===== src/design/zx_screen_image_writer_top_assert.svh =====
// Assertion macros shared by the screen writer modules.
`ifndef ZX_SCREEN_IMAGE_WRITER_TOP_ASSERT_SVH
`define ZX_SCREEN_IMAGE_WRITER_TOP_ASSERT_SVH
`ifndef ASSERT_OFF
// Checked while out of reset.
`define ZXSIW_ASSERT(label, clk, rst, prop, msg) \
  label: assert property (@(posedge clk) disable iff (rst) prop) else $error(msg);
// Checked on every edge, reset included.
`define ZXSIW_ASSERT_ALWAYS(label, clk, prop, msg) \
  label: assert property (@(posedge clk) prop) else $error(msg);
`else
`define ZXSIW_ASSERT(label, clk, rst, prop, msg)
`define ZXSIW_ASSERT_ALWAYS(label, clk, prop, msg)
`endif
`endif


===== src/design/zxsiw_pkg.sv =====
package zxsiw_pkg;

  localparam int unsigned DATA_W   = 8;
  localparam int unsigned ADDR_W   = 16;
  localparam int unsigned COL_W    = 5;
  localparam int unsigned ROW_W    = 5;
  localparam int unsigned WIDTH_W  = 6;
  localparam int unsigned HEIGHT_W = 5;
  localparam int unsigned CCOL_W   = 6;
  localparam int unsigned LINE_W   = 8;
  localparam int unsigned AROW_W   = 8;
  localparam int unsigned CFG_IDX_W  = 2;
  localparam int unsigned CFG_DATA_W = 6;

  localparam logic [ADDR_W-1:0] DEF_SCREEN_BASE = 16'd16384;
  localparam logic [ADDR_W-1:0] DEF_ATTR_BASE   = 16'd22528;

  typedef enum logic [CFG_IDX_W-1:0] {
    REG_START_COLUMN = 2'd0,
    REG_START_ROW    = 2'd1,
    REG_WIDTH_BYTES  = 2'd2,
    REG_HEIGHT_CHARS = 2'd3
  } reg_index_t;

  typedef struct packed {
    logic [COL_W-1:0]    start_column;
    logic [ROW_W-1:0]    start_row;
    logic [WIDTH_W-1:0]  width_bytes;
    logic [HEIGHT_W-1:0] height_chars;
  } cfg_t;

  // One byte with the position it lands on.
  typedef struct packed {
    logic                is_attr;
    logic [CCOL_W-1:0]   column;
    logic [LINE_W-1:0]   line;
    logic [AROW_W-1:0]   attr_row;
    logic [DATA_W-1:0]   data;
  } item_t;

endpackage


===== src/design/zxsiw_if.sv =====
interface zxsiw_in_if;
  logic                          valid;
  logic                          ready;
  logic [zxsiw_pkg::DATA_W-1:0]  data_byte;
  logic                          first;

  modport source (output valid, output data_byte, output first, input ready);
  modport sink   (input valid, input data_byte, input first, output ready);
endinterface

interface zxsiw_out_if;
  logic                          valid;
  logic                          ready;
  logic [zxsiw_pkg::ADDR_W-1:0]  write_address;
  logic [zxsiw_pkg::DATA_W-1:0]  write_data;
  logic                          is_attribute;

  modport source (output valid, output write_address, output write_data,
                  output is_attribute, input ready);
  modport sink   (input valid, input write_address, input write_data,
                  input is_attribute, output ready);
endinterface

interface zxsiw_cfg_if;
  logic                             valid;
  logic                             ready;
  logic [zxsiw_pkg::CFG_IDX_W-1:0]  index;
  logic [zxsiw_pkg::CFG_DATA_W-1:0] data;

  modport source (output valid, output index, output data, input ready);
  modport sink   (input valid, input index, input data, output ready);
endinterface


===== src/design/zxsiw_cfg.sv =====
module zxsiw_cfg (
  input  logic               clk,
  input  logic               rst,
  zxsiw_cfg_if.sink          cfg,
  output zxsiw_pkg::cfg_t    regs
);

  zxsiw_pkg::reg_index_t idx;

  assign cfg.ready = 1'b1;
  assign idx = zxsiw_pkg::reg_index_t'(cfg.index);

  always_ff @(posedge clk) begin
    if (rst) begin
      regs.start_column <= '0;
      regs.start_row    <= '0;
      regs.width_bytes  <= zxsiw_pkg::WIDTH_W'(1);
      regs.height_chars <= zxsiw_pkg::HEIGHT_W'(1);
    end else if (cfg.valid) begin
      case (idx)
        zxsiw_pkg::REG_START_COLUMN:
          regs.start_column <= cfg.data[zxsiw_pkg::COL_W-1:0];
        zxsiw_pkg::REG_START_ROW:
          regs.start_row <= cfg.data[zxsiw_pkg::ROW_W-1:0];
        zxsiw_pkg::REG_WIDTH_BYTES:
          regs.width_bytes <= cfg.data[zxsiw_pkg::WIDTH_W-1:0];
        zxsiw_pkg::REG_HEIGHT_CHARS:
          regs.height_chars <= cfg.data[zxsiw_pkg::HEIGHT_W-1:0];
        default: ;
      endcase
    end
  end

endmodule


===== src/design/zxsiw_cursor.sv =====
`include "zx_screen_image_writer_top_assert.svh"

// Tracks column/line/attribute row of the image and registers each byte
// together with the position it is written to.
module zxsiw_cursor (
  input  logic                  clk,
  input  logic                  rst,
  zxsiw_in_if.sink              byte_in,
  input  zxsiw_pkg::cfg_t       regs,
  output logic                  item_valid,
  input  logic                  item_ready,
  output zxsiw_pkg::item_t      item
);

  logic                          phase, phase_next;
  logic [zxsiw_pkg::CCOL_W-1:0]  column, column_next;
  logic [zxsiw_pkg::LINE_W-1:0]  line, line_next;
  logic [zxsiw_pkg::AROW_W-1:0]  attr_row, attr_row_next;

  logic                          cur_phase;
  logic [zxsiw_pkg::CCOL_W-1:0]  cur_column;
  logic [zxsiw_pkg::LINE_W-1:0]  cur_line;
  logic [zxsiw_pkg::AROW_W-1:0]  cur_attr_row;
  logic [zxsiw_pkg::WIDTH_W-1:0] w_eff;
  logic [zxsiw_pkg::HEIGHT_W-1:0] h_eff;
  logic [zxsiw_pkg::LINE_W-1:0]  h_lines;
  logic [zxsiw_pkg::LINE_W-1:0]  line_inc;
  logic                          row_end;
  logic                          fire;

  assign byte_in.ready = !item_valid || item_ready;
  assign fire = byte_in.valid && byte_in.ready;

  always_comb begin
    // a first beat restarts the image before it is placed
    cur_phase    = byte_in.first ? 1'b0 : phase;
    cur_column   = byte_in.first ? '0 : column;
    cur_line     = byte_in.first ? '0 : line;
    cur_attr_row = byte_in.first ? '0 : attr_row;

    w_eff   = (regs.width_bytes == '0) ? zxsiw_pkg::WIDTH_W'(1) : regs.width_bytes;
    h_eff   = (regs.height_chars == '0) ? zxsiw_pkg::HEIGHT_W'(1) : regs.height_chars;
    h_lines = {h_eff, 3'b000};
    line_inc = cur_line + zxsiw_pkg::LINE_W'(1);
    row_end = ({1'b0, cur_column} + 7'd1) >= {1'b0, w_eff};

    phase_next    = cur_phase;
    column_next   = cur_column + zxsiw_pkg::CCOL_W'(1);
    line_next     = cur_line;
    attr_row_next = cur_attr_row;
    if (row_end) begin
      column_next = '0;
      if (cur_phase) begin
        attr_row_next = cur_attr_row + zxsiw_pkg::AROW_W'(1);
      end else begin
        line_next  = line_inc;
        phase_next = (line_inc >= h_lines);
      end
    end
  end

  always_ff @(posedge clk) begin
    if (rst) begin
      phase      <= 1'b0;
      column     <= '0;
      line       <= '0;
      attr_row   <= '0;
      item_valid <= 1'b0;
    end else begin
      if (fire) begin
        phase      <= phase_next;
        column     <= column_next;
        line       <= line_next;
        attr_row   <= attr_row_next;
        item_valid <= 1'b1;
      end else if (item_ready) begin
        item_valid <= 1'b0;
      end
    end
  end

  always_ff @(posedge clk) begin
    if (fire) begin
      item.is_attr  <= cur_phase;
      item.column   <= cur_column;
      item.line     <= cur_line;
      item.attr_row <= cur_attr_row;
      item.data     <= byte_in.data_byte;
    end
  end

  `ZXSIW_ASSERT(a_phase_sticky, clk, rst, (phase && !(fire && byte_in.first)) |=> phase, "attribute phase dropped without a first beat")
  `ZXSIW_ASSERT(a_attr_row_in_phase, clk, rst, (attr_row != '0) |-> phase, "attribute rows counted outside attribute phase")
  `ZXSIW_ASSERT(a_stage_hold, clk, rst, (item_valid && !item_ready) |=> (item_valid && $stable(item)), "stalled stage lost its byte")
  `ZXSIW_ASSERT_ALWAYS(a_reset_empty, clk, rst |=> !item_valid, "stage valid after reset")

endmodule


===== src/design/zxsiw_addr.sv =====
`include "zx_screen_image_writer_top_assert.svh"

// Forms the screen address of a placed byte and holds it in the result register.
module zxsiw_addr #(
  parameter logic [zxsiw_pkg::ADDR_W-1:0] SCREEN_BASE = zxsiw_pkg::DEF_SCREEN_BASE,
  parameter logic [zxsiw_pkg::ADDR_W-1:0] ATTR_BASE   = zxsiw_pkg::DEF_ATTR_BASE
) (
  input  logic              clk,
  input  logic              rst,
  input  zxsiw_pkg::cfg_t   regs,
  input  logic              item_valid,
  output logic              item_ready,
  input  zxsiw_pkg::item_t  item,
  zxsiw_out_if.source       write_out
);

  logic [8:0]                    pix_line;
  logic [8:0]                    attr_line;
  logic [zxsiw_pkg::ADDR_W-1:0]  col_sum;
  logic [zxsiw_pkg::ADDR_W-1:0]  bitmap_addr;
  logic [zxsiw_pkg::ADDR_W-1:0]  attr_addr;
  logic                          take;

  assign item_ready = !write_out.valid || write_out.ready;
  assign take = item_valid && item_ready;

  always_comb begin
    pix_line  = {1'b0, regs.start_row, 3'b000} + {1'b0, item.line};
    attr_line = {4'b0000, regs.start_row} + {1'b0, item.attr_row};
    col_sum   = zxsiw_pkg::ADDR_W'(regs.start_column) + zxsiw_pkg::ADDR_W'(item.column);
    // third of screen, pixel row within cell, then cell row within third
    bitmap_addr = SCREEN_BASE
                + {2'b00, pix_line[8:6], 11'd0}
                + {5'd0, pix_line[2:0], 8'd0}
                + {8'd0, pix_line[5:3], 5'd0}
                + col_sum;
    attr_addr = ATTR_BASE + {2'b00, attr_line, 5'd0} + col_sum;
  end

  always_ff @(posedge clk) begin
    if (rst) begin
      write_out.valid <= 1'b0;
    end else if (take) begin
      write_out.valid <= 1'b1;
    end else if (write_out.ready) begin
      write_out.valid <= 1'b0;
    end
  end

  always_ff @(posedge clk) begin
    if (take) begin
      write_out.write_address <= item.is_attr ? attr_addr : bitmap_addr;
      write_out.write_data    <= item.data;
      write_out.is_attribute  <= item.is_attr;
    end
  end

  `ZXSIW_ASSERT(a_take_only_free, clk, rst, take |-> (!write_out.valid || write_out.ready), "result overwritten while held")
  `ZXSIW_ASSERT(a_data_through, clk, rst, take |=> (write_out.write_data == $past(item.data)), "byte changed on its way out")
  `ZXSIW_ASSERT(a_out_hold, clk, rst, (write_out.valid && !write_out.ready) |=> (write_out.valid && $stable(write_out.write_address)), "held result changed")

endmodule


===== src/design/zx_screen_image_writer_top.sv =====
// Channel     Dir  Beat contents
// byte_in     in   data_byte, first
// write_out   out  write_address, write_data, is_attribute
// cfg         in   index, data (register write)
//
// One byte per cycle sustained while write_out is ready; a byte reaches write_out
// through the position register, then the address register.
// cfg is always ready; a write takes effect on the next cycle.
// rst is synchronous: registers return to column 0, row 0, width 1, height 1.
// A stall on write_out fills the two stages, then holds byte_in off.
module zx_screen_image_writer_top #(
  parameter logic [zxsiw_pkg::ADDR_W-1:0] SCREEN_BASE = zxsiw_pkg::DEF_SCREEN_BASE,
  parameter logic [zxsiw_pkg::ADDR_W-1:0] ATTR_BASE   = zxsiw_pkg::DEF_ATTR_BASE
) (
  input  logic         clk,
  input  logic         rst,
  zxsiw_in_if.sink     byte_in,
  zxsiw_out_if.source  write_out,
  zxsiw_cfg_if.sink    cfg
);

  zxsiw_pkg::cfg_t   regs;
  zxsiw_pkg::item_t  item;
  logic              item_valid;
  logic              item_ready;

  zxsiw_cfg u_cfg (
    .clk  (clk),
    .rst  (rst),
    .cfg  (cfg),
    .regs (regs)
  );

  zxsiw_cursor u_cursor (
    .clk        (clk),
    .rst        (rst),
    .byte_in    (byte_in),
    .regs       (regs),
    .item_valid (item_valid),
    .item_ready (item_ready),
    .item       (item)
  );

  zxsiw_addr #(
    .SCREEN_BASE (SCREEN_BASE),
    .ATTR_BASE   (ATTR_BASE)
  ) u_addr (
    .clk        (clk),
    .rst        (rst),
    .regs       (regs),
    .item_valid (item_valid),
    .item_ready (item_ready),
    .item       (item),
    .write_out  (write_out)
  );

endmodule

===== src/flat_wrapper.sv =====
// flat-port wrapper written by rule: the top's interface ports become plain ports
module zx_screen_image_writer_top_flat 
#(
  parameter logic [zxsiw_pkg::ADDR_W-1:0] SCREEN_BASE = zxsiw_pkg::DEF_SCREEN_BASE,
  parameter logic [zxsiw_pkg::ADDR_W-1:0] ATTR_BASE   = zxsiw_pkg::DEF_ATTR_BASE
)
  (clk, rst, byte_in_valid, byte_in_data_byte, byte_in_first, byte_in_ready, write_out_valid, write_out_write_address, write_out_write_data, write_out_is_attribute, write_out_ready, cfg_valid, cfg_index, cfg_data, cfg_ready);
  zxsiw_in_if byte_in_i ();
  zxsiw_out_if write_out_i ();
  zxsiw_cfg_if cfg_i ();
  input  logic clk;
  input  logic rst;
  input wire logic [$bits(byte_in_i.valid)-1:0] byte_in_valid;
  input wire logic [$bits(byte_in_i.data_byte)-1:0] byte_in_data_byte;
  input wire logic [$bits(byte_in_i.first)-1:0] byte_in_first;
  output wire logic [$bits(byte_in_i.ready)-1:0] byte_in_ready;
  output wire logic [$bits(write_out_i.valid)-1:0] write_out_valid;
  output wire logic [$bits(write_out_i.write_address)-1:0] write_out_write_address;
  output wire logic [$bits(write_out_i.write_data)-1:0] write_out_write_data;
  output wire logic [$bits(write_out_i.is_attribute)-1:0] write_out_is_attribute;
  input wire logic [$bits(write_out_i.ready)-1:0] write_out_ready;
  input wire logic [$bits(cfg_i.valid)-1:0] cfg_valid;
  input wire logic [$bits(cfg_i.index)-1:0] cfg_index;
  input wire logic [$bits(cfg_i.data)-1:0] cfg_data;
  output wire logic [$bits(cfg_i.ready)-1:0] cfg_ready;
  assign byte_in_i.valid = byte_in_valid;
  assign byte_in_i.data_byte = byte_in_data_byte;
  assign byte_in_i.first = byte_in_first;
  assign byte_in_ready = byte_in_i.ready;
  assign write_out_valid = write_out_i.valid;
  assign write_out_write_address = write_out_i.write_address;
  assign write_out_write_data = write_out_i.write_data;
  assign write_out_is_attribute = write_out_i.is_attribute;
  assign write_out_i.ready = write_out_ready;
  assign cfg_i.valid = cfg_valid;
  assign cfg_i.index = cfg_index;
  assign cfg_i.data = cfg_data;
  assign cfg_ready = cfg_i.ready;
  zx_screen_image_writer_top #(.SCREEN_BASE(SCREEN_BASE), .ATTR_BASE(ATTR_BASE)) u_core (.clk(clk), .rst(rst), .byte_in(byte_in_i), .write_out(write_out_i), .cfg(cfg_i));
endmodule

===== config.mk =====
export PLATFORM = sky130hd
export DESIGN_NAME = zx_screen_image_writer_top_flat
export DESIGN_NICKNAME = d
export VERILOG_FILES = /design/src/design/zxsiw_pkg.sv /design/src/design/zxsiw_if.sv /design/src/design/zxsiw_cfg.sv /design/src/design/zxsiw_cursor.sv /design/src/design/zxsiw_addr.sv /design/src/design/zx_screen_image_writer_top.sv /design/src/flat_wrapper.sv
export VERILOG_INCLUDE_DIRS = /design/src /design/src/design
export SDC_FILE = /design/constraint.sdc
export NUM_CORES = 1
export LEC_CHECK = 0
export BUFFER_PORTS_ARGS = -buffer_cell sky130_fd_sc_hd__buf_2
export CORE_ASPECT_RATIO = 0.8
export CORE_MARGIN = 2
export CORE_UTILIZATION = 40
export DETAILED_ROUTE_END_ITERATION = 12
export PLACE_DENSITY = 0.72
export REMOVE_ABC_BUFFERS = 1
export SYNTH_ARGS = -nofsm -noshare
export SYNTH_HDL_FRONTEND = slang
export SYNTH_SLANG_ARGS = --single-unit
export TNS_END_PERCENT = 50

===== constraint.sdc =====
create_clock -name clk -period 2.95 [get_ports clk]
set_input_delay 0.295 -clock clk [delete_from_list [all_inputs] [get_ports clk]]
set_output_delay 0.295 -clock clk [all_outputs]
set_load 0.01 [all_outputs]

==> results of run 1 <==
## through the flow
| stage | total power (W) | worst slack (ns) | utilization (%) | cell area (µm²) |
|---|---|---|---|---|
| 2_1_floorplan | 0.00180 | -0.248 | - | 5230 |
| 6_report | 0.00302 | -0.141 | 48.5 | 6260 |
| 3_5_place_dp | 0.00193 | -0.340 | 45.6 | 5890 |
| 5_1_grt | 0.00316 | -0.275 | 48.5 | 6260 |
| 4_1_cts | 0.00304 | -0.122 | 48.0 | 6200 |
| 3_3_place_gp | 0.00192 | -0.249 | 45.6 | 5890 |
## area by class of cell
| class | count | share of cell area [%] |
|---|---|---|
| repair buffers | 76 | 7.40 |
| clock buffers | 11 | 3.88 |
| multi-input cells | 350 | 41.5 |
| inverters | 27 | 1.62 |
| clock inverters | 5 | 0.540 |
| well taps | 175 | 3.50 |
| flip-flops and latches | 102 | 41.6 |
## flip-flops by register name, summed over array words and instances, names as in the netlist, 6 cells and up
signal	count
u_core.u_cursor.item	31
u_core.u_cursor.column	6
u_core.u_cursor.attr_row	8
u_core.u_addr.write_out.write_data	8
u_core.u_addr.write_out.write_address	16
u_core.u_cursor.line	8
u_core.u_cfg.regs	21
## cells by family (layout without fill, tap and decap cells)
family | Yosys count | in the layout | synth area share [%]
AOI/OAI and AO/OA | 99 | 99 | 13.3
xor gates and xnor gates | 26 | 26 | 4.30
adders and majority gates | 38 | 38 | 9.68
buffers and inverters | 44 | 119 | 3.28
DFF | 102 | 102 | 49.1
muxes | 25 | 25 | 4.77
other | 1 | 1 | 0.0707
and+or+nand+nor | 161 | 161 | 15.5
## final timing paths
kind,endpoint,slack [ns],cells past startpoint
worst max-delay path,u_core.u_addr.write_out.write_address[11],-0.14,14
worst min-delay path,u_core.u_cursor.item[4],0.12,1
worst max register to register,u_core.u_addr.write_out.write_address[11],-0.14,14
worst min register to register,u_core.u_addr.write_out.write_data[3],0.42,0
## metal layers
| metal | track usage (%) | share of wire (%) |
|---|---|---|
| met5 | 0 | 0 |
| met1 | 21.3 | 46 |
| met2 | 26.5 | 48 |
| met4 | 5.61 | 1.9 |
| met3 | 3.64 | 4.0 |
## timing repair
action                                  in CTS  in global routing
setup buffers                                1                  3
gates resized for setup                      7                 12
endpoints found under the setup margin       7                 13
pin swaps                                    8                  5
hold buffers                                 0                  0
## cell usage after synthesis (13+ instances only)
cell / n
a21oi_1: 20
dfxtp_1: 46
edfxtp_1: 56
ha_1: 33
inv_1: 27
mux2i_1: 23
nand2_1: 19
nand3_1: 16
nor2_1: 53
nor2b_1: 23
o21ai_0: 13
xnor2_1: 19
## power groups by stage
stage | logic, W | clock network (W) | registers, W
final | 0.000323 | 0.00111 | 0.00159
after global routing | 0.000362 | 0.00120 | 0.00159
after floorplan | 0.000178 | 0 | 0.00162
after global placement | 0.000301 | 0 | 0.00162
after CTS | 0.000315 | 0.00113 | 0.00159
after detailed placement | 0.000311 | 0 | 0.00162
==> qor.yml, run 1 <==
power:
  peakVddDrop_uv: 292
  p_leak_nw: 2.56
  sw_frac_of_total_pct: 24.3
  internal-power_w: 0.00229
  p_sw_w: 0.000733
  power.share.sequential_pct: 52.6
  p_clk_share_pct: 36.7
  combPwrFrac_pct: 10.7
  power_density_nw_per_um2: 482
sta:
  fmax_mhz: 324
  tightest_slew_ns: 0.938
  fin_worst_skew_ns: 0.00965
  setup-tns-final_ns: -0.415
  min_period_ns: 3.09
  rsz0062_at_grt: "yes"
  period_share_pct: 105
  setup-violations-final: 5
  hold_slack_ns: 0.122
  slew_violations: 0
  max-slew-margin-rel_pct: 37.3
  fin_ws_ns: -0.141
  finalHoldViolCount: 0
layout:
  fillers: 1119
  layout_commonest_cell: "edfxtp_1"
  area_delta_synth_final_pct: 18.1
  multi_input_area_um2: 2600
  diodes: 0
  final_cells: 746
  layout_common_cells: "56 x edfxtp_1, 53 x nor2_1, 48 x buf_2"
  seqCellArea_um2: 2600
  num-nets-final: 626
  drive_gt1_share_pct: 21.9
routing:
  first_pass_iters: 4
  wl_per_cell_um: 14.7
  drtIter0Drc: 338
  vias_per_cell: 5.28
  wl_um: 10900
  drtAntennaViolNets: 0
  drt_drc_violations_left: 0
  routed-via-count: 3936
place:
  io_buffers: 48
  dp_hpwl_um: 8020
  dp.cells: 727
  place_congestion: 0.856
critical_path:
  cp_cell_sequence: "ha_1 -> a21o_1 -> a21oi_2 -> o21bai_1 -> a21oi_1 -> xnor2_1 -> ha_2 -> buf_4 -> fa_2 -> nand2_1 -> nor3_1 -> o2111ai_1 -> xnor2_1 -> o21ai_0"
  cp-end-kind: "register"
  slowest_delay_ns: 0.44
  critPathTopFamily: "compound AO/OA/AOI/OAI gates"
  cp.arrival_ns: 3.18
  worst-path-buf-inv: 1
  cp_max_fo: 2
  crit_slowest_cell: "edfxtp_1"
  cp-startpoint: "u_core.u_cursor.item[25]"
  startpoint_type: "register"
  cp.required_ns: 3.04
  crit_type: "register to register"
  r2r-start: "u_core.u_cursor.item[25]"
  critPathMostFrequentCell: "xnor2_1"
clocking:
  cts_tree: "done"
  cts-root-buf: "clkbuf_16"
  cts_buffers: 9
  clk_latency_ns: 0.35
  clock-sinks: 102
  clock_path_buffers: 2
  htreeDepth: 3
  clk_pin_slew_ns: 0.07
logic_synthesis:
  syn_avg_cell_area_um2: 10.7
  ys_types: 65
  seq_area_frac_synth_pct: 49.1
  yosysTopAreaCell: "edfxtp_1"
  synth_ff_type: "edfxtp_1"
  synth-seq-cells: 102
  ys_top_cells_by_area: "edfxtp_1 32%, dfxtp_1 17%, ha_1 7.8%"
  yosysWarningCount: 0
  synth_cells: 496
  syn_area_um2: 5300
  synthArstFlopShare_pct: 0
  yosys.area.top_type_share_pct: 31.7
  synth_enable_flop_cells: 56
floorplan:
  start_util_pct: 41.0
  rows: 37
  die_width_um: 133
  fp.dieArea_um2: 14200
  core-area_um2: 12900
  pin_count: 50
  fp.dieH_um: 107
run_status:
  violations: "negative setup slack"
  status: "complete, but fails checks"
min_path:
  min_from: "byte_in_data_byte[4]"
  min_path_type: "input pin to register"
global_route:
  grt_antenna_before_repair: 0
  grt_usage_pct: 16.2
  grt_max_degree: 47
  grt_pass1_wl_um: 18400
  grt-ovfl-total: 0
  grt_pass1_vias: 3900
job:
  drv_cap: 0
Power figures use the tool's default switching activity.
==> run 2: changes to the inputs <==
Settings changed: REMOVE_ABC_BUFFERS 1 to unset.
==> qor.yml, run 2 (synthesized netlist as in run 1, its figures left out) <==
sta:
  fin_worst_skew_ns: 0.00496  # was 0.00965 ns
  tightest_slew_ns: 0.999  # was 0.938 ns
  rsz0062_at_grt: "yes"  # unchanged
  fin_ws_ns: -0.108  # was -0.141 ns
  setup-violations-final: 4  # was 5
  period_share_pct: 104  # was 105%
  min_period_ns: 3.06  # was 3.09 ns
  fmax_mhz: 327  # was 324 MHz
  slew_violations: 0  # unchanged
  max-slew-margin-rel_pct: 33.3  # was 37.3%
  finalHoldViolCount: 0  # unchanged
clocking:
  htreeDepth: 3  # unchanged
  cts-root-buf: "clkbuf_16"  # unchanged
  clock_path_buffers: 2  # unchanged
  cts_buffers: 9  # unchanged
  cts_tree: "done"  # unchanged
  clk_pin_slew_ns: 0.07  # about the same
  clock-sinks: 102  # unchanged
  clk_latency_ns: 0.34  # was 0.35 ns
  cts_hold_buf: 0  # unchanged
power:
  power_density_nw_per_um2: 498  # was 482 nW/µm²
  p_leak_nw: 2.59  # was 2.56 nW
  peakVddDrop_uv: 282  # was 292 µV
global_route:
  grt_pass1_wl_um: 19100  # was 18400 µm
  grt-ovfl-total: 0  # unchanged
  grt_antenna_before_repair: 0  # unchanged
  grt_max_degree: 47  # unchanged
  grt_pass1_vias: 3931  # was 3900
  grt_usage_pct: 16.9  # was 16.2%
critical_path:
  cp-end-kind: "register"  # unchanged
  crit_slowest_cell: "edfxtp_1"  # unchanged
  cp.required_ns: 3.12  # was 3.04 ns
  crit_type: "register to register"  # unchanged
  startpoint_type: "register"  # unchanged
  worst-path-buf-inv: 0  # was 1
  critPathMostFrequentCell: "a21o_1"  # was xnor2_1
  slowest_delay_ns: 0.38  # was 0.44 ns
  cp_cell_sequence: "ha_2 -> fa_2 -> a21o_1 -> a21oi_2 -> nor2b_1 -> o21a_2 -> ha_4 -> a21o_1 -> o211ai_1 -> nor4_2 -> a211o_1 -> and4b_1 -> a221oi_2"  # was ha_1 -> a21o_1 -> a21oi_2 -> o21bai_1 -> a21oi_1 -> xnor2_1 -> ha_2 -> buf_4 -> fa_2 -> nand2_1 -> nor3_1 -> o2111ai_1 -> xnor2_1 -> o21ai_0
  critPathTopFamily: "compound AO/OA/AOI/OAI gates"  # unchanged
  cp_max_fo: 3  # was 2
  cp.arrival_ns: 3.23  # was 3.18 ns
  rrSetupSlack_ns: -0.11  # was -0.14 ns
floorplan:
  rows: 37  # unchanged
  pin_count: 50  # unchanged
  fp.dieArea_um2: 14200  # unchanged
  start_util_pct: 41.0  # unchanged
  die_width_um: 133  # unchanged
  core-area_um2: 12900  # unchanged
  fp.dieH_um: 107  # unchanged
layout:
  postLayoutCoreUtil_pct: 49.3  # was 48.5%
  drive_gt1_share_pct: 22.9  # was 21.9%
  top_regs: "u_core.u_cursor.item (31), u_core.u_cfg.regs (21), u_core.u_addr.write_out.write_address (16)"  # unchanged
  layout_common_cells: "56 x edfxtp_1, 53 x nor2_1, 48 x buf_2"  # unchanged
  regMostFlops: "u_core.u_cursor.item"  # unchanged
  num-nets-final: 627  # was 626
  finalInstanceArea_um2: 6360  # was 6260 µm²
  area_delta_synth_final_pct: 20.0  # was 18.1%
  diodes: 0  # unchanged
  layout_commonest_cell: "edfxtp_1"  # unchanged
  largest_reg_flops: 31  # unchanged
place:
  dp_hpwl_um: 8310  # was 8020 µm
  place_congestion: 0.874  # was 0.856
  dp_slack_ns: -0.168  # was -0.340 ns
  io_buffers: 48  # unchanged
  postPlaceCellArea_um2: 5890  # about the same
routing:
  wl_per_cell_um: 15.3  # was 14.7 µm
  wl_um: 11400  # was 10900 µm
  routed-via-count: 3986  # was 3936
  drtIter0Drc: 375  # was 338
  drtAntennaViolNets: 0  # unchanged
  first_pass_iters: 5  # was 4
  drt_drc_violations_left: 0  # unchanged
  vias_per_cell: 5.34  # was 5.28
job:
  drv_cap: 0  # unchanged
run_status:
  status: "complete, but fails checks"  # unchanged
  violations: "negative setup slack"  # unchanged
logic_synthesis:
  synthesis.nets: 556
min_path:
  min_path_type: "input pin to register"  # unchanged
## run 2: cell type report
| class | count | area [µm²] |
|---|---|---|
| Inverter | 27 | 101 |
| Multi-Input combinational cell | 350 | 2650 |
| Tap cell | 175 | 219 |
| Timing Repair Buffer | 77 | 474 |
| Sequential cell | 102 | 2600 |
| Fill cell | 1138 | 6550 |
| Clock buffer | 10 | 229 |
| Clock inverter | 6 | 86.3 |
## run 2: worst register-to-register path: stages (launching register included)
cell      delay [ns]
edfxtp_1        0.38
ha_2            0.20
fa_2            0.34
a21o_1          0.20
a21oi_2         0.15
nor2b_1         0.06
o21a_2          0.22
ha_4            0.23
a21o_1          0.20
o211ai_1        0.10
nor4_2          0.08
a211o_1         0.29
and4b_1         0.22
a221oi_2        0.22
## run 2: metrics by stage
stage / hold slack, ns / instances / TNS [ns] / total power, W
detailed placement: 0.405 / 725 / -0.496 / 0.00194
floorplan: 0.394 / 496 / -0.0545 / 0.00182
global route: 0.106 / 747 / -1.35 / 0.00330
finish: 0.124 / 747 / -0.259 / 0.00317
global placement: 0.400 / 725 / -0.113 / 0.00192
CTS: 0.110 / 743 / -0.158 / 0.00319
## run 2: where the power goes
part | leakage, nW | switching, W | internal (W) | total, W
Combinational | 1.52 | 0.000197 | 0.000136 | 0.000333
Clock | 0.152 | 0.000504 | 0.000742 | 0.00125
Sequential | 0.920 | 0.0000317 | 0.00156 | 0.00159
Total | 2.59 | 0.000732 | 0.00244 | 0.00317
## run 2: per-layer routing
metal / up-vias / track usage [%] / part of all wire, %
met5: - / 0 / 0
met4: 0 / 5.91 / 1.4
met3: 14 / 4.30 / 3.8
met2: 96 / 27.1 / 46
met1: 1915 / 22.3 / 48
li1: 1961 / - / -
## run 2: path summary, 6_finish.rpt
kind | depth (start not counted) | start | end
worst min-delay path | 1 | byte_in_data_byte[3] | u_core.u_cursor.item[3]
worst min register to register | 0 | u_core.u_cursor.item[7] | u_core.u_addr.write_out.write_data[7]
worst max-delay path | 13 | u_core.u_cursor.item[24] | u_core.u_addr.write_out.write_address[12]
worst max register to register | 13 | u_core.u_cursor.item[24] | u_core.u_addr.write_out.write_address[12]
## run 2: timing repair
item                                    in CTS  in global routing
endpoints found under the setup margin       6                 13
pin swaps                                   10                  4
gates resized for setup                     10                 13
buffers inserted                             2                  4
==> run 3: changes to the inputs <==
Settings changed: PLACE_DENSITY 0.72 to unset.
==> qor.yml, run 3 (synthesized netlist as in run 1, its figures left out) <==
sta:
  fmax_mhz: 320  # was 327 MHz
  finalHoldViolCount: 0  # unchanged
  setup-violations-final: 2  # was 4
  min_period_ns: 3.13  # was 3.06 ns
  hold_slack_ns: 0.128  # was 0.124 ns
  fin_ws_ns: -0.175  # was -0.108 ns
  slew_violations: 0  # unchanged
  rsz0062_at_grt: "yes"  # unchanged
  max-slew-margin-rel_pct: 39.4  # was 33.3%
  fin_worst_skew_ns: 0.00815  # was 0.00496 ns
  period_share_pct: 106  # was 104%
  tightest_slew_ns: 0.906  # was 0.999 ns
layout:
  regMostFlops: "u_core.u_cursor.item"  # unchanged
  top_regs: "u_core.u_cursor.item (31), u_core.u_cfg.regs (21), u_core.u_addr.write_out.write_address (16)"  # unchanged
  layout_common_cells: "56 x edfxtp_1, 53 x nor2_1, 48 x buf_2"  # unchanged
  layout_commonest_cell: "edfxtp_1"  # unchanged
  largest_reg_flops: 31  # unchanged
  finalInstanceArea_um2: 6370  # was 6360 µm²
  area_delta_synth_final_pct: 20.2  # was 20.0%
  num-nets-final: 629  # was 627
  diodes: 0  # unchanged
  drive_gt1_share_pct: 24.2  # was 22.9%
  final_cells: 749  # was 747
critical_path:
  r2r-start: "u_core.u_cursor.item[24]"  # unchanged
  rrSetupSlack_ns: -0.18  # was -0.11 ns
  startpoint_type: "register"  # unchanged
  crit_type: "register to register"  # unchanged
  crit_end: "u_core.u_addr.write_out.write_address[12]"  # unchanged
  cp-startpoint: "u_core.u_cursor.item[24]"  # unchanged
  r2r-end: "u_core.u_addr.write_out.write_address[12]"  # unchanged
  cp-end-kind: "register"  # unchanged
  cp.required_ns: 3.04  # was 3.12 ns
  ff2ff_path_depth: 13  # unchanged
  cp.arrival_ns: 3.21  # was 3.23 ns
  cp_max_fo: 3  # unchanged
logic_synthesis:
  synthesis.nets: 556  # unchanged
global_route:
  grt_pass1_wl_um: 19000  # was 19100 µm
  grt-ovfl-total: 0  # unchanged
  grt_usage_pct: 16.8  # was 16.9%
  grt_antenna_before_repair: 0  # unchanged
  grt_max_degree: 47  # unchanged
  grt_pass1_vias: 3793  # was 3931
power:
  peakVddDrop_uv: 423  # was 282 µV
  p_leak_nw: 2.58  # was 2.59 nW
  power.share.sequential_pct: 51.8  # was 50.2%
  p_sw_w: 0.000779  # was 0.000732 W
  power_density_nw_per_um2: 481  # was 498 nW/µm²
  internal-power_w: 0.00229  # was 0.00244 W
  combPwrFrac_pct: 10.9  # was 10.5%
  sw_frac_of_total_pct: 25.4  # was 23.1%
  p_clk_share_pct: 37.3  # was 39.3%
routing:
  wl_um: 11400  # about the same
  routed-via-count: 3914  # was 3986
  drt_drc_violations_left: 0  # unchanged
  drtAntennaViolNets: 0  # unchanged
  first_pass_iters: 4  # was 5
  wl_per_cell_um: 15.2  # was 15.3 µm
  drtIter0Drc: 157  # was 375
  vias_per_cell: 5.23  # was 5.34
clocking:
  clk_latency_ns: 0.35  # was 0.34 ns
  htreeDepth: 3  # unchanged
  cts_buffers: 9  # unchanged
  clock-sinks: 102  # unchanged
  clk_pin_slew_ns: 0.08  # was 0.07 ns
  cts_tree: "done"  # unchanged
  cts-root-buf: "clkbuf_16"  # unchanged
  clock_path_buffers: 2  # unchanged
place:
  io_buffers: 48  # unchanged
  place_congestion: 0.823  # was 0.874
  postPlaceCellArea_um2: 5890  # about the same
  dp.cells: 727  # was 725
  dp_slack_ns: -0.173  # was -0.168 ns
  dp_hpwl_um: 8290  # was 8310 µm
run_status:
  violations: "negative setup slack"  # unchanged
  status: "complete, but fails checks"  # unchanged
floorplan:
  fp.dieH_um: 107  # unchanged
  die_width_um: 133  # unchanged
  fp.dieArea_um2: 14200  # unchanged
  pin_count: 50  # unchanged
  core-area_um2: 12900  # unchanged
  rows: 37  # unchanged
  start_util_pct: 41.0  # unchanged
job:
  drv_cap: 0  # unchanged
min_path:
  min_path_type: "input pin to register"  # unchanged
run 3: worst max-delay path, stage by stage (launching register included):
cell      delay, ns
edfxtp_1       0.37
ha_2           0.20
fa_2           0.33
a21o_1         0.19
a21oi_2        0.16
nor2b_1        0.07
o21a_2         0.23
ha_4           0.26
a21o_1         0.12
o211ai_1       0.10
nor4_2         0.38
a211o_1        0.20
and4b_1        0.21
a221oi_2       0.06
run 3: worst min-delay path by stage:
stage          depth (start not counted)  slack (ns)                    start                               endpoint
2_1_floorplan                          0        0.39     byte_in_data_byte[0]                u_core.u_cursor.item[0]
3_3_place_gp                           0        0.40  u_core.u_cursor.item[3]  u_core.u_addr.write_out.write_data[3]
3_5_place_dp                           0        0.41  u_core.u_cursor.item[2]  u_core.u_addr.write_out.write_data[2]
4_1_cts                                1        0.12     byte_in_data_byte[6]                u_core.u_cursor.item[6]
5_1_grt                                1        0.11     byte_in_data_byte[6]                u_core.u_cursor.item[6]
6_report                               1        0.13     byte_in_data_byte[6]                u_core.u_cursor.item[6]
run 3: power groups by stage:
stage / clock (W) / sequential [W] / combinational (W)
4_1_cts: 0.00118 / 0.00159 / 0.000325
6_report: 0.00114 / 0.00159 / 0.000335
5_1_grt: 0.00123 / 0.00159 / 0.000372
3_3_place_gp: 0 / 0.00162 / 0.000309
3_5_place_dp: 0 / 0.00162 / 0.000317
2_1_floorplan: 0 / 0.00162 / 0.000201
run 3: what timing repair did:
item                                    in CTS  in global routing
resized for setup                           12                 16
endpoints found under the setup margin       6                 14
pin swaps                                    9                 18
hold buffers                                 0                  0
setup buffers                                4                  2
run 3: area by class of cell:
cell class                 instances  area, µm²
fill                            1179       6540
timing repair buffer              79        477
clock inverter                     7       65.1
tap                              175        219
multi-input combinational        350       2680
clock buffer                       9        225
inverter                          27        101
sequential                       102       2600
run 3: stage by stage:
stage          TNS, ns  util (%)  power, W
3_3_place_gp    -0.151      45.6   0.00193
4_1_cts         -0.173      48.5   0.00309
3_5_place_dp    -0.439      45.6   0.00194
2_1_floorplan  -0.0545         -   0.00182
6_report        -0.283      49.3   0.00306
5_1_grt          -1.05      49.3   0.00320
run 3: metal layers:
metal  track usage, %  part of all wire, %  wire (µm)  vias up
li1                 -                    -          -     1969
met1             23.9                   52       5910     1855
met2             25.8                   43       4850       78
met3             4.21                  4.2        483       12
met4             4.07                  1.1        130        0
met5                0                    0          0        -
